## config.mk

```make
export PLATFORM = sky130hd
export DESIGN_NAME = periodic_timer_bank_top
export DESIGN_NICKNAME = d
export VERILOG_FILES = /design/src/rtl/ptb_pkg.sv /design/src/rtl/periodic_timer_bank_top.sv /design/src/rtl/ptb_cell.sv
export SDC_FILE = /design/constraint.sdc
export NUM_CORES = 2
export LEC_CHECK = 0
export ABC_CLOCK_PERIOD_IN_PS = 11430
export BUFFER_PORTS_ARGS = -buffer_cell sky130_fd_sc_hd__buf_2
export CAP_MARGIN = 20
export CORE_ASPECT_RATIO = 0.9
export CORE_MARGIN = 5
export CORE_UTILIZATION = 50
export DETAILED_ROUTE_END_ITERATION = 10
export PLACE_DENSITY = 0.68
export SKIP_CTS_REPAIR_TIMING = 1
export SLEW_MARGIN = 20
export SYNTH_ARGS = -nofsm -noshare
export SYNTH_HDL_FRONTEND = slang
export SYNTH_HIERARCHICAL = 1
export SYNTH_SLANG_ARGS = --single-unit
```

## constraint.sdc

```tcl
create_clock -name i_clk -period 11.43 [get_ports i_clk]
set_input_delay 2.286 -clock i_clk [delete_from_list [all_inputs] [get_ports i_clk]]
set_output_delay 2.286 -clock i_clk [all_outputs]
set_load 0.1 [all_outputs]
```

## src/rtl/ptb_pkg.sv

```systemverilog
// Shared types and constants for the periodic timer bank.
// Used by ptb_cell and periodic_timer_bank_top; depends on nothing else.
package ptb_pkg;

    localparam int TIME_W       = 48;
    localparam int IN_PERIOD_W  = 32;
    localparam int SLOT_FIELD_W = 3;
    localparam int STATUS_W     = 3;
    localparam int WAIT_W       = 32;
    localparam int CMD_W        = 2;

    localparam int DEF_N_SLOTS     = 8;
    localparam int DEF_PERIOD_BITS = 32;

    localparam logic [CMD_W-1:0] CMD_ADD    = 2'd0;
    localparam logic [CMD_W-1:0] CMD_REMOVE = 2'd1;
    localparam logic [CMD_W-1:0] CMD_QUERY  = 2'd2;

    localparam logic [STATUS_W-1:0] ST_OK          = 3'd0;
    localparam logic [STATUS_W-1:0] ST_FULL        = 3'd1;
    localparam logic [STATUS_W-1:0] ST_NOT_FOUND   = 3'd2;
    localparam logic [STATUS_W-1:0] ST_EMPTY       = 3'd3;
    localparam logic [STATUS_W-1:0] ST_ZERO_PERIOD = 3'd4;

    // Control broadcast from the sequencer to every cell.
    typedef struct packed {
        logic              start;  // load elapsed time, clear remainder
        logic              step;   // one restoring division step
        logic [TIME_W-1:0] now;
    } t_cell_ctl;

endpackage

```

## src/rtl/periodic_timer_bank_top.sv

```systemverilog
// Periodic timer bank: add, remove and next-expiry query over N_SLOTS slots.
// Add, remove, unused commands and a query of an empty bank: result registered in the cycle after accept.
// Query with valid timers: the result waits for the 48-step per-slot modulo and then the
// minimum chain through the cells; one item at a time.
// Reset (synchronous, active low) clears all valid marks and the handshake state.
// Depends on ptb_pkg and ptb_cell.
module periodic_timer_bank_top
    import ptb_pkg::*;
#(
    parameter int N_SLOTS     = DEF_N_SLOTS,
    parameter int PERIOD_BITS = DEF_PERIOD_BITS
) (
    input  logic        i_clk,
    input  logic        i_rst_n,
    input  logic        s_tvalid,
    output logic        s_tready,
    // s_tdata, low bit up: command[1:0], period_us[33:2], slot_id[36:34],
    // now_us[84:37], zero fill [87:85].
    input  logic [87:0] s_tdata,
    output logic        m_tvalid,
    input  logic        m_tready,
    // m_tdata, low bit up: status[2:0], assigned_slot[5:3], wait_us[37:6],
    // zero fill [39:38].
    output logic [39:0] m_tdata
);

    localparam int SW    = (N_SLOTS > 1) ? $clog2(N_SLOTS) : 1;
    localparam int CNT_W = $clog2(TIME_W + N_SLOTS + 2);
    localparam logic [CNT_W-1:0] DIV_LAST   = CNT_W'(TIME_W - 1);
    localparam logic [CNT_W-1:0] CHAIN_LAST = CNT_W'(N_SLOTS);

    localparam logic [1:0] S_IDLE  = 2'd0;
    localparam logic [1:0] S_DIV   = 2'd1;
    localparam logic [1:0] S_CHAIN = 2'd2;

    // Input fields.
    logic [CMD_W-1:0]        in_cmd;
    logic [IN_PERIOD_W-1:0]  in_period;
    logic [SLOT_FIELD_W-1:0] in_slot;
    logic [TIME_W-1:0]       in_now;
    logic [PERIOD_BITS-1:0]  per_m;

    assign in_cmd    = s_tdata[1:0];
    assign in_period = s_tdata[33:2];
    assign in_slot   = s_tdata[36:34];
    assign in_now    = s_tdata[84:37];
    // Only the low PERIOD_BITS of the period are kept.
    assign per_m     = PERIOD_BITS'(in_period);

    logic [1:0]          r_state;
    logic [CNT_W-1:0]    r_cnt;
    logic                r_out_valid;
    logic [STATUS_W-1:0] r_status;
    logic [SW-1:0]       r_slot;
    logic [WAIT_W-1:0]   r_wait;

    logic                   accept;
    logic [N_SLOTS-1:0]     valid_vec;
    logic [N_SLOTS-1:0]     wr_vec;
    logic [N_SLOTS-1:0]     clr_vec;
    logic                   any_free;
    logic [SW-1:0]          free_idx;
    logic [SW-1:0]          sid_idx;
    logic                   sid_ok;
    t_cell_ctl              ctl;

    logic                   chain_any  [N_SLOTS+1];
    logic [PERIOD_BITS-1:0] chain_best [N_SLOTS+1];

    assign s_tready = (r_state == S_IDLE) && (!r_out_valid || m_tready);
    assign accept   = s_tvalid && s_tready;

    // Lowest free slot.
    always_comb begin
        any_free = 1'b0;
        free_idx = '0;
        for (int i = N_SLOTS - 1; i >= 0; i--) begin
            if (!valid_vec[i]) begin
                any_free = 1'b1;
                free_idx = SW'(i);
            end
        end
    end

    assign sid_idx = SW'(in_slot);
    assign sid_ok  = (32'(in_slot) < 32'(N_SLOTS)) && valid_vec[sid_idx];

    always_comb begin
        wr_vec  = '0;
        clr_vec = '0;
        if (accept && in_cmd == CMD_ADD && per_m != '0 && any_free) begin
            wr_vec[free_idx] = 1'b1;
        end
        if (accept && in_cmd == CMD_REMOVE && sid_ok) begin
            clr_vec[sid_idx] = 1'b1;
        end
    end

    assign ctl.start = accept && (in_cmd == CMD_QUERY);
    assign ctl.step  = (r_state == S_DIV);
    assign ctl.now   = in_now;

    assign chain_any[0]  = 1'b0;
    assign chain_best[0] = '0;

    // Each cell reduces its own remainder and hands the running minimum on.
    for (genvar g = 0; g < N_SLOTS; g++) begin : g_cell
        ptb_cell #(
            .PERIOD_BITS(PERIOD_BITS)
        ) u_cell (
            .i_clk   (i_clk),
            .i_rst_n (i_rst_n),
            .i_ctl   (ctl),
            .i_wr    (wr_vec[g]),
            .i_clr   (clr_vec[g]),
            .i_period(per_m),
            .i_any   (chain_any[g]),
            .i_best  (chain_best[g]),
            .o_valid (valid_vec[g]),
            .o_any   (chain_any[g+1]),
            .o_best  (chain_best[g+1])
        );
    end

    // Sequencer: division steps, then wait for the minimum to reach the end.
    always_ff @(posedge i_clk) begin
        if (!i_rst_n) begin
            r_state <= S_IDLE;
            r_cnt   <= '0;
        end else begin
            case (r_state)
                S_IDLE: begin
                    r_cnt <= '0;
                    if (ctl.start && valid_vec != '0) begin
                        r_state <= S_DIV;
                    end
                end
                S_DIV: begin
                    if (r_cnt == DIV_LAST) begin
                        r_cnt   <= '0;
                        r_state <= S_CHAIN;
                    end else begin
                        r_cnt <= r_cnt + 1'b1;
                    end
                end
                S_CHAIN: begin
                    if (r_cnt == CHAIN_LAST) begin
                        r_state <= S_IDLE;
                    end else begin
                        r_cnt <= r_cnt + 1'b1;
                    end
                end
                default: begin
                    r_state <= S_IDLE;
                end
            endcase
        end
    end

    // Output register.
    always_ff @(posedge i_clk) begin
        if (!i_rst_n) begin
            r_out_valid <= 1'b0;
        end else if (accept && !(in_cmd == CMD_QUERY && valid_vec != '0)) begin
            r_out_valid <= 1'b1;
        end else if (r_state == S_CHAIN && r_cnt == CHAIN_LAST) begin
            r_out_valid <= 1'b1;
        end else if (m_tready) begin
            r_out_valid <= 1'b0;
        end
    end

    always_ff @(posedge i_clk) begin
        if (accept) begin
            r_status <= ST_OK;
            r_slot   <= '0;
            r_wait   <= '0;
            case (in_cmd)
                CMD_ADD: begin
                    if (per_m == '0) begin
                        r_status <= ST_ZERO_PERIOD;
                    end else if (!any_free) begin
                        r_status <= ST_FULL;
                    end else begin
                        r_slot <= free_idx;
                    end
                end
                CMD_REMOVE: begin
                    if (!sid_ok) begin
                        r_status <= ST_NOT_FOUND;
                    end
                end
                CMD_QUERY: begin
                    if (valid_vec == '0) begin
                        r_status <= ST_EMPTY;
                    end
                end
                default: begin
                    r_status <= ST_OK;
                end
            endcase
        end else if (r_state == S_CHAIN && r_cnt == CHAIN_LAST) begin
            r_wait <= WAIT_W'(chain_best[N_SLOTS]);
        end
    end

    assign m_tvalid = r_out_valid;
    assign m_tdata  = {2'b00, r_wait, SLOT_FIELD_W'(r_slot), r_status};

    // The block takes no item while a query is in progress.
    assert property (@(posedge i_clk) disable iff (!i_rst_n)
        (r_state != S_IDLE) |-> !s_tready)
        else $error("item accepted during a query");

    // While dividing, a shown result carries one of the defined status codes.
    assert property (@(posedge i_clk) disable iff (!i_rst_n)
        (r_state == S_DIV) |-> !(r_out_valid && r_status != ST_OK && r_status != ST_FULL
            && r_status != ST_NOT_FOUND && r_status != ST_ZERO_PERIOD && r_status != ST_EMPTY))
        else $error("bad status while dividing");

    // An empty-bank result means no slot is valid.
    assert property (@(posedge i_clk) disable iff (!i_rst_n)
        (r_out_valid && r_status == ST_EMPTY) |-> (valid_vec == '0))
        else $error("empty status with valid timers");

    // A successful query finishes with at least one valid cell seen by the chain.
    assert property (@(posedge i_clk) disable iff (!i_rst_n)
        (r_state == S_CHAIN && r_cnt == CHAIN_LAST) |-> chain_any[N_SLOTS])
        else $error("minimum chain saw no valid timer");

endmodule

```

## src/rtl/ptb_cell.sv

```systemverilog
// One timer slot: valid bit, period, start time, a bit-serial modulo unit
// and one stage of the running-minimum chain. Depends on ptb_pkg.
module ptb_cell
    import ptb_pkg::*;
#(
    parameter int PERIOD_BITS = DEF_PERIOD_BITS
) (
    input  logic                   i_clk,
    input  logic                   i_rst_n,
    input  t_cell_ctl              i_ctl,
    input  logic                   i_wr,
    input  logic                   i_clr,
    input  logic [PERIOD_BITS-1:0] i_period,
    input  logic                   i_any,
    input  logic [PERIOD_BITS-1:0] i_best,
    output logic                   o_valid,
    output logic                   o_any,
    output logic [PERIOD_BITS-1:0] o_best
);

    logic                   r_valid;
    logic [PERIOD_BITS-1:0] r_period;
    logic [TIME_W-1:0]      r_start;
    logic [TIME_W-1:0]      r_dvd;
    logic [PERIOD_BITS-1:0] r_rem;
    logic                   r_any;
    logic [PERIOD_BITS-1:0] r_best;

    logic [PERIOD_BITS:0]   shifted;
    logic [PERIOD_BITS-1:0] n_rem;
    logic [PERIOD_BITS-1:0] wait_val;
    logic                   take;

    always_ff @(posedge i_clk) begin
        if (!i_rst_n) begin
            r_valid <= 1'b0;
        end else if (i_wr) begin
            r_valid <= 1'b1;
        end else if (i_clr) begin
            r_valid <= 1'b0;
        end
    end

    always_ff @(posedge i_clk) begin
        if (i_wr) begin
            r_period <= i_period;
            r_start  <= i_ctl.now;
        end
    end

    // Restoring remainder: one dividend bit enters per step, MSB first.
    // The remainder stays below the period, so it always fits PERIOD_BITS.
    always_comb begin
        shifted = {r_rem, r_dvd[TIME_W-1]};
        if (shifted >= {1'b0, r_period}) begin
            n_rem = PERIOD_BITS'(shifted - {1'b0, r_period});
        end else begin
            n_rem = shifted[PERIOD_BITS-1:0];
        end
    end

    always_ff @(posedge i_clk) begin
        if (i_ctl.start) begin
            r_dvd <= i_ctl.now - r_start;
            r_rem <= '0;
        end else if (i_ctl.step) begin
            r_dvd <= {r_dvd[TIME_W-2:0], 1'b0};
            r_rem <= n_rem;
        end
    end

    assign wait_val = r_period - r_rem;
    assign take     = r_valid && (!i_any || (wait_val < i_best));

    always_ff @(posedge i_clk) begin
        if (!i_rst_n) begin
            r_any <= 1'b0;
        end else begin
            r_any <= i_any || r_valid;
        end
    end

    always_ff @(posedge i_clk) begin
        r_best <= take ? wait_val : i_best;
    end

    assign o_valid = r_valid;
    assign o_any   = r_any;
    assign o_best  = r_best;

endmodule
```

# [After elaboration in Yosys (flattened, before gate mapping)]
# Cells that the tools add are included.
[op_classes] add_sub_neg=25 order_cmp=19 eq_ne=10 n_mux=86 bitwise_logic=2 n_reduce_logical=64
[ops] op="48-bit 2-to-1 mux" n=16
[ops] op="32-bit subtractor" n=16
[ops] op="32-bit 2-to-1 mux" n=15
[ops] op="48-bit subtractor" n=8
[ops] op="33-bit by 32-bit >= comparator with 1-bit output" n=8
[ops] op="32-bit less-than comparator" n=7
[ops] op="32-bit zero test" n=1
[ops] op="32-bit nonzero test" n=1
[ops] op="1-bit 2-to-1 mux" n=31
[ops] op="3-bit 2-to-1 mux" n=9
[ops] op="1-bit logical AND" n=21
[ops] op="6-bit one-hot mux with 3 select lines" n=1
[ops] op="2-bit nonzero test" n=9
[ops] op="8-bit 2-to-1 mux" n=2
[ops] op="1-bit logical OR" n=14
[ops] op="6-bit 2-to-1 mux" n=2
[ops] op="2-bit 2-to-1 mux" n=5
[ops] op="1-bit zero test" n=9
[ops] op="3-bit one-hot mux with 3 select lines" n=1
[ops] op="8-bit zero test" n=1
[ops] op="3-bit by 4-bit less-than comparator with 1-bit output (second input constant)" n=2
[ops] op="8-bit nonzero test" n=1
[ops] op="6-bit by 1-bit adder with 6-bit output (second input constant)" n=1
[ops] op="1-bit demux with 3-bit select" n=2
[ops] op="15 further kinds" n=23
[totals] register_bits=1598 out_inout_bits=42 wordCells=267

# [Logic depth before layout (Yosys ltp)]
[logic_depth] ltp_word=14 ltp_mapped=25

# [Modules after synthesis]
# Netlist, hierarchy kept.
[modules_own_cells] mod="ptb_cell at g_cell[2].u_cell ..." instances=3 cells_each=1501 area_each_um2=14067.2 seq_area_each_um2=5165.0
[modules_own_cells] mod="ptb_cell at g_cell[6].u_cell" instances=1 cells_each=1552 area_each_um2=14253.7 seq_area_each_um2=5165.0
[modules_own_cells] mod="ptb_cell at g_cell[7].u_cell" instances=1 cells_each=1548 area_each_um2=14082.3 seq_area_each_um2=5165.0
[modules_own_cells] mod="ptb_cell at g_cell[0].u_cell" instances=1 cells_each=1473 area_each_um2=13937.1 seq_area_each_um2=5165.0
[modules_own_cells] mod="ptb_cell at g_cell[1].u_cell" instances=1 cells_each=1482 area_each_um2=13784.5 seq_area_each_um2=5165.0
[modules_own_cells] mod="ptb_cell at g_cell[5].u_cell" instances=1 cells_each=1473 area_each_um2=13749.4 seq_area_each_um2=5165.0
[modules_own_cells] mod="periodic_timer_bank_top" instances=1 cells_each=288 area_each_um2=2309.7 seq_area_each_um2=1001.0

# [Least setup slack after synthesis]
# No wires, ideal clock.
[synth_timing] kind="input -> register" from="input m_tready" to="register g_cell[6].u_cell.r_valid" setup_time_ps=95 arrival_time_ps=11812 required_ps=11335 path_slack_ps=-477 stages=5 path_cell_list="nand2b_1 > and3_2 > o211ai_2 > nor4b_1 > o21a_1"
[synth_between] elab_chain_cells=8 elab_cells_between_ends=12
[synth_lines] item="from (decl)" line_no="periodic_timer_bank_top.sv:21" text="input logic m_tready,"
[synth_lines] item="1-bit logical OR (*)" line_no="periodic_timer_bank_top.sv:70" text="assign s_tready = (r_state == S_IDLE) && (!r_out_valid || m_tready);"
[synth_lines] item="1-bit logical AND (*)" line_no="periodic_timer_bank_top.sv:70"
[synth_lines] item="1-bit logical AND (*)" line_no="periodic_timer_bank_top.sv:71" text="assign accept = s_tvalid && s_tready;"
[synth_lines] item="1-bit logical AND (*) (3 in a row)" line_no="periodic_timer_bank_top.sv:91" text="if (accept && in_cmd == CMD_ADD && per_m != '0 && any_free) begin"
[synth_lines] item="8-bit 2-to-1 mux (*)" line_no="periodic_timer_bank_top.sv:91"
[synth_lines] item="via wr_vec[6]" line_no="periodic_timer_bank_top.sv:59" text="logic [N_SLOTS-1:0] wr_vec;"
[synth_lines] item="1-bit 2-to-1 mux or 2-bit nonzero test (tied branches)"
[synth_lines] item="to (signal assigned)" line_no="ptb_cell.sv:36" text="r_valid <= 1'b0;"
[synth_lines] item="to (signal assigned)" line_no="ptb_cell.sv:38" text="r_valid <= 1'b1;"
[synth_lines] item="to (signal assigned)" line_no="ptb_cell.sv:40" text="r_valid <= 1'b0;"
[synth_lines] item="to (decl)" line_no="ptb_cell.sv:21" text="logic r_valid;"
# Mark *: on every way through the listed nets, which the timed path passes. The rest lies on a longest branch.
# A chain may end at the register's enable or synchronous reset.

# [Final worst setup path]
[layout_timing] from="register g_cell[6].u_cell.r_period[0]" to="register g_cell[6].u_cell.r_best[14]"
[layout_between] elab_chain_cells=5
[layout_lines] item="from (decl)" line_no="ptb_cell.sv:22" text="logic [PERIOD_BITS-1:0] r_period;"
[layout_lines] item="from (signal assigned)" line_no="ptb_cell.sv:46" text="r_period <= i_period;"
[layout_lines] item="32-bit subtractor (*)" line_no="ptb_cell.sv:72" text="assign wait_val = r_period - r_rem;"
[layout_lines] item="32-bit less-than comparator" line_no="ptb_cell.sv:73" text="assign take = r_valid && (!i_any || (wait_val < i_best));"
[layout_lines] item="1-bit logical OR" line_no="ptb_cell.sv:73"
[layout_lines] item="1-bit logical AND" line_no="ptb_cell.sv:73"
[layout_lines] item="32-bit 2-to-1 mux (*)" line_no="ptb_cell.sv:84" text="r_best <= take ? wait_val : i_best;"
[layout_lines] item="to (signal assigned)" line_no="ptb_cell.sv:84"
[layout_lines] item="to (decl)" line_no="ptb_cell.sv:27" text="logic [PERIOD_BITS-1:0] r_best;"
# Mark *: on every way between the ends. The rest lies on a longest branch, timed or not.

==> impl_metrics.ini <==
[setup_path]
path_buf_inv = 2
path_cells = inv_1 > ha_1 > fa_1 > and2b_1 > o31ai_2 > a21oi_1 > a311o_1 > a221oi_4 > o21ai_2 > a41oi_2 > xnor2_1 > ha_1 > and3_1 > nand3_1 > a2111oi_0 > o21ai_0 > o221ai_1 > a211oi_4 > buf_4 > o21ai_0
ff2ff_setup_slack_ns = 5.24
worstPathArrival_ns = 6.86
cp_num_cells = 20
path_delay_family = compound AO/OA/AOI/OAI gates
endpoint_kind = flop
cp_slowest_cell = a2111oi_0
worstSetupPathType = reg2reg
cp.required_ns = 12.10
r2r_cells = 20
crit_path_max_fanout = 37
start_kind = flop
critPathMaxStageDelay_ns = 0.95

[timing]
finClkSkew_ns = 0.0443
rsz0062_at_grt = false
slew_headroom_pct = 23.6
tns_ns = 0
worst_pin_slew_ns = 1.14
timing.final.crit_share_pct = 54.2
setup_viol = 0
slew_violations = 0
layout_min_cycle_time_ns = 6.19
fmax_ghz = 0.161
hold_violations = 0

[final_layout]
layoutNonFillerInstCount = 15600
final_util_pct = 54.5
nets = 13600
drive_gt1_share_pct = 9.37
syn_to_final_growth_pct = 8.44

[floorplanning]
core_region_area_um2 = 227000
ioPinCount = 134
die_x_um = 514
die_area_um2 = 238000
initial_core_util_pct = 50.3
placementRows = 166
fp.dieH_um = 464

[power_and_ir_drop]
power_frac_comb_pct = 44.2
share_seq_of_total_power_pct = 32.2
sw_frac_of_total_pct = 39.1
clock_power_share_pct = 23.6
power.density_nw_per_um2 = 201
switching_power_mw = 9.74
ir_drop_mv = 0.197
p_int_mw = 15.1
total_leakage_power_nw = 52.2

[cts]
clkLatencyLatePin_ns = 0.83
htreeDepth = 4
clockBufferDepth = 3
numCtsBuffers = 180
cts.sinks = 1598
cts_tree = built
cts_root_buf = clkbuf_16
clkTransAtPathRegs_ns = 0.06

[grt]
antenna_found_initial = 34
grt_pass1_vias = 88900
grt_max_degree = 108
grt_pass1_wl_um = 507000
overflow = 0
gr-usage-all-layers_pct = 26.7

[placement]
place_inst = 15200
port_buffers = 128
gp_congestion = 0.952
post-dp-hpwl_um = 240000

[status]
status = finished clean

[run]
maxCapViolations = 0

[routing]
avgRoutedWirePerCell_um = 21.2
vias = 93400
ant_nets = 0
dr.pass1.iters = 7
vias_per_cell = 6.01
routed_wl_um = 330000
first_iter_violations = 8601
route.detailed.drc = 0

[logic_synthesis]
synth_cells = 12300
syn_avg_cell_area_um2 = 9.28
netlist_area_um2 = 114000
yosys_warnings = 6

[min_path]
min-delay-path-class = reg2reg
hold_depth = 2
==> final cells by class <==
type                       instances  area [um2]
sequential                      1598       42300
fill                           20100      103000
antenna                           38        95.1
timing repair buffer             228        1460
multi-input combinational       8961       65200
tap                             3024        3780
clock buffer                     235        4980
inverter                        1369        5140
clock inverter                    98         977
==> state kept, by name (all words and copies together), names as in the netlist <==
| signal | cells |
|---|---|
| g_cell.u_cell/r_dvd | 384 |
| g_cell.u_cell/r_start | 384 |
| g_cell.u_cell/o_best | 256 |
| g_cell.u_cell/r_period | 256 |
| g_cell.u_cell/r_rem | 256 |
| r_wait | 32 |
| g_cell.u_cell/o_valid | 8 |
| g_cell.u_cell/o_any | 7 |
| r_cnt | 6 |
| r_slot | 3 |
| r_status | 3 |
| r_state | 2 |
| m_tvalid | 1 |
==> power by group through the flow <==
| stage | sequential (mW) | clock [mW] | combinational [mW] |
|---|---|---|---|
| final | 8.01 | 5.87 | 11.0 |
| after global routing | 8.11 | 6.24 | 12.1 |
| after CTS | 8.00 | 6.00 | 10.8 |
| after detailed placement | 8.11 | 0 | 10.7 |
| after global placement | 8.08 | 0 | 10.4 |
| after floorplan | 7.88 | 0 | 8.18 |
==> final timing paths <==
path,from,to
worst max-delay path,g_cell[6].u_cell/r_period[0],g_cell[6].u_cell/o_best[14]
worst min-delay path,g_cell[7].u_cell/o_best[4],r_wait[4]
worst max register to register,g_cell[6].u_cell/r_period[0],g_cell[6].u_cell/o_best[14]
worst min register to register,g_cell[7].u_cell/o_best[4],r_wait[4]
==> layout by cell type, fill, tap and decap left out, drive strengths merged, types with 130 or more instances in the layout <==
cell type	instances
a211oi	193
a21o	466
a21oi	1056
buf	228
clkbuf	235
dfxtp	568
edfxtp	1030
ha	1133
inv	1375
mux2	480
nand2	852
nand2b	167
nand3	252
nand4	197
nor2	751
nor2b	154
nor3	148
o21a	130
o21ai	743
xnor2	483
xor2	264
==> worst reg2reg max path: stages (launching register included) <==
cell and delay (ns):
edfxtp_1 0.41, inv_1 0.08, ha_1 0.18, fa_1 0.22, and2b_1 0.21, o31ai_2 0.33, a21oi_1 0.12, a311o_1 0.44
a221oi_4 0.33, o21ai_2 0.12, a41oi_2 0.22, xnor2_1 0.14, ha_1 0.31, and3_1 0.16, nand3_1 0.12, a2111oi_0 0.95
o21ai_0 0.28, o221ai_1 0.33, a211oi_4 0.17, buf_4 0.35, o21ai_0 0.56
==> per-layer routing <==
metal	part of all wire (%)	track usage, %
met1	44	37.0
met2	43	41.1
met3	8.1	4.24
met4	4.5	11.9
met5	0.021	0
==> per-stage QoR <==
step | total power [mW] | hold slack (ns) | area [um2] | worst slack [ns]
global placement | 18.5 | 0.428 | 118000 | 4.92
detailed placement | 18.8 | 0.428 | 118000 | 4.81
floorplan | 16.1 | 0.417 | 114000 | -0.477
global route | 26.5 | 0.431 | 124000 | 4.95
CTS | 24.8 | 0.421 | 124000 | 5.36
finish | 24.9 | 0.429 | 124000 | 5.24
(Power assumes the default switching activity.)
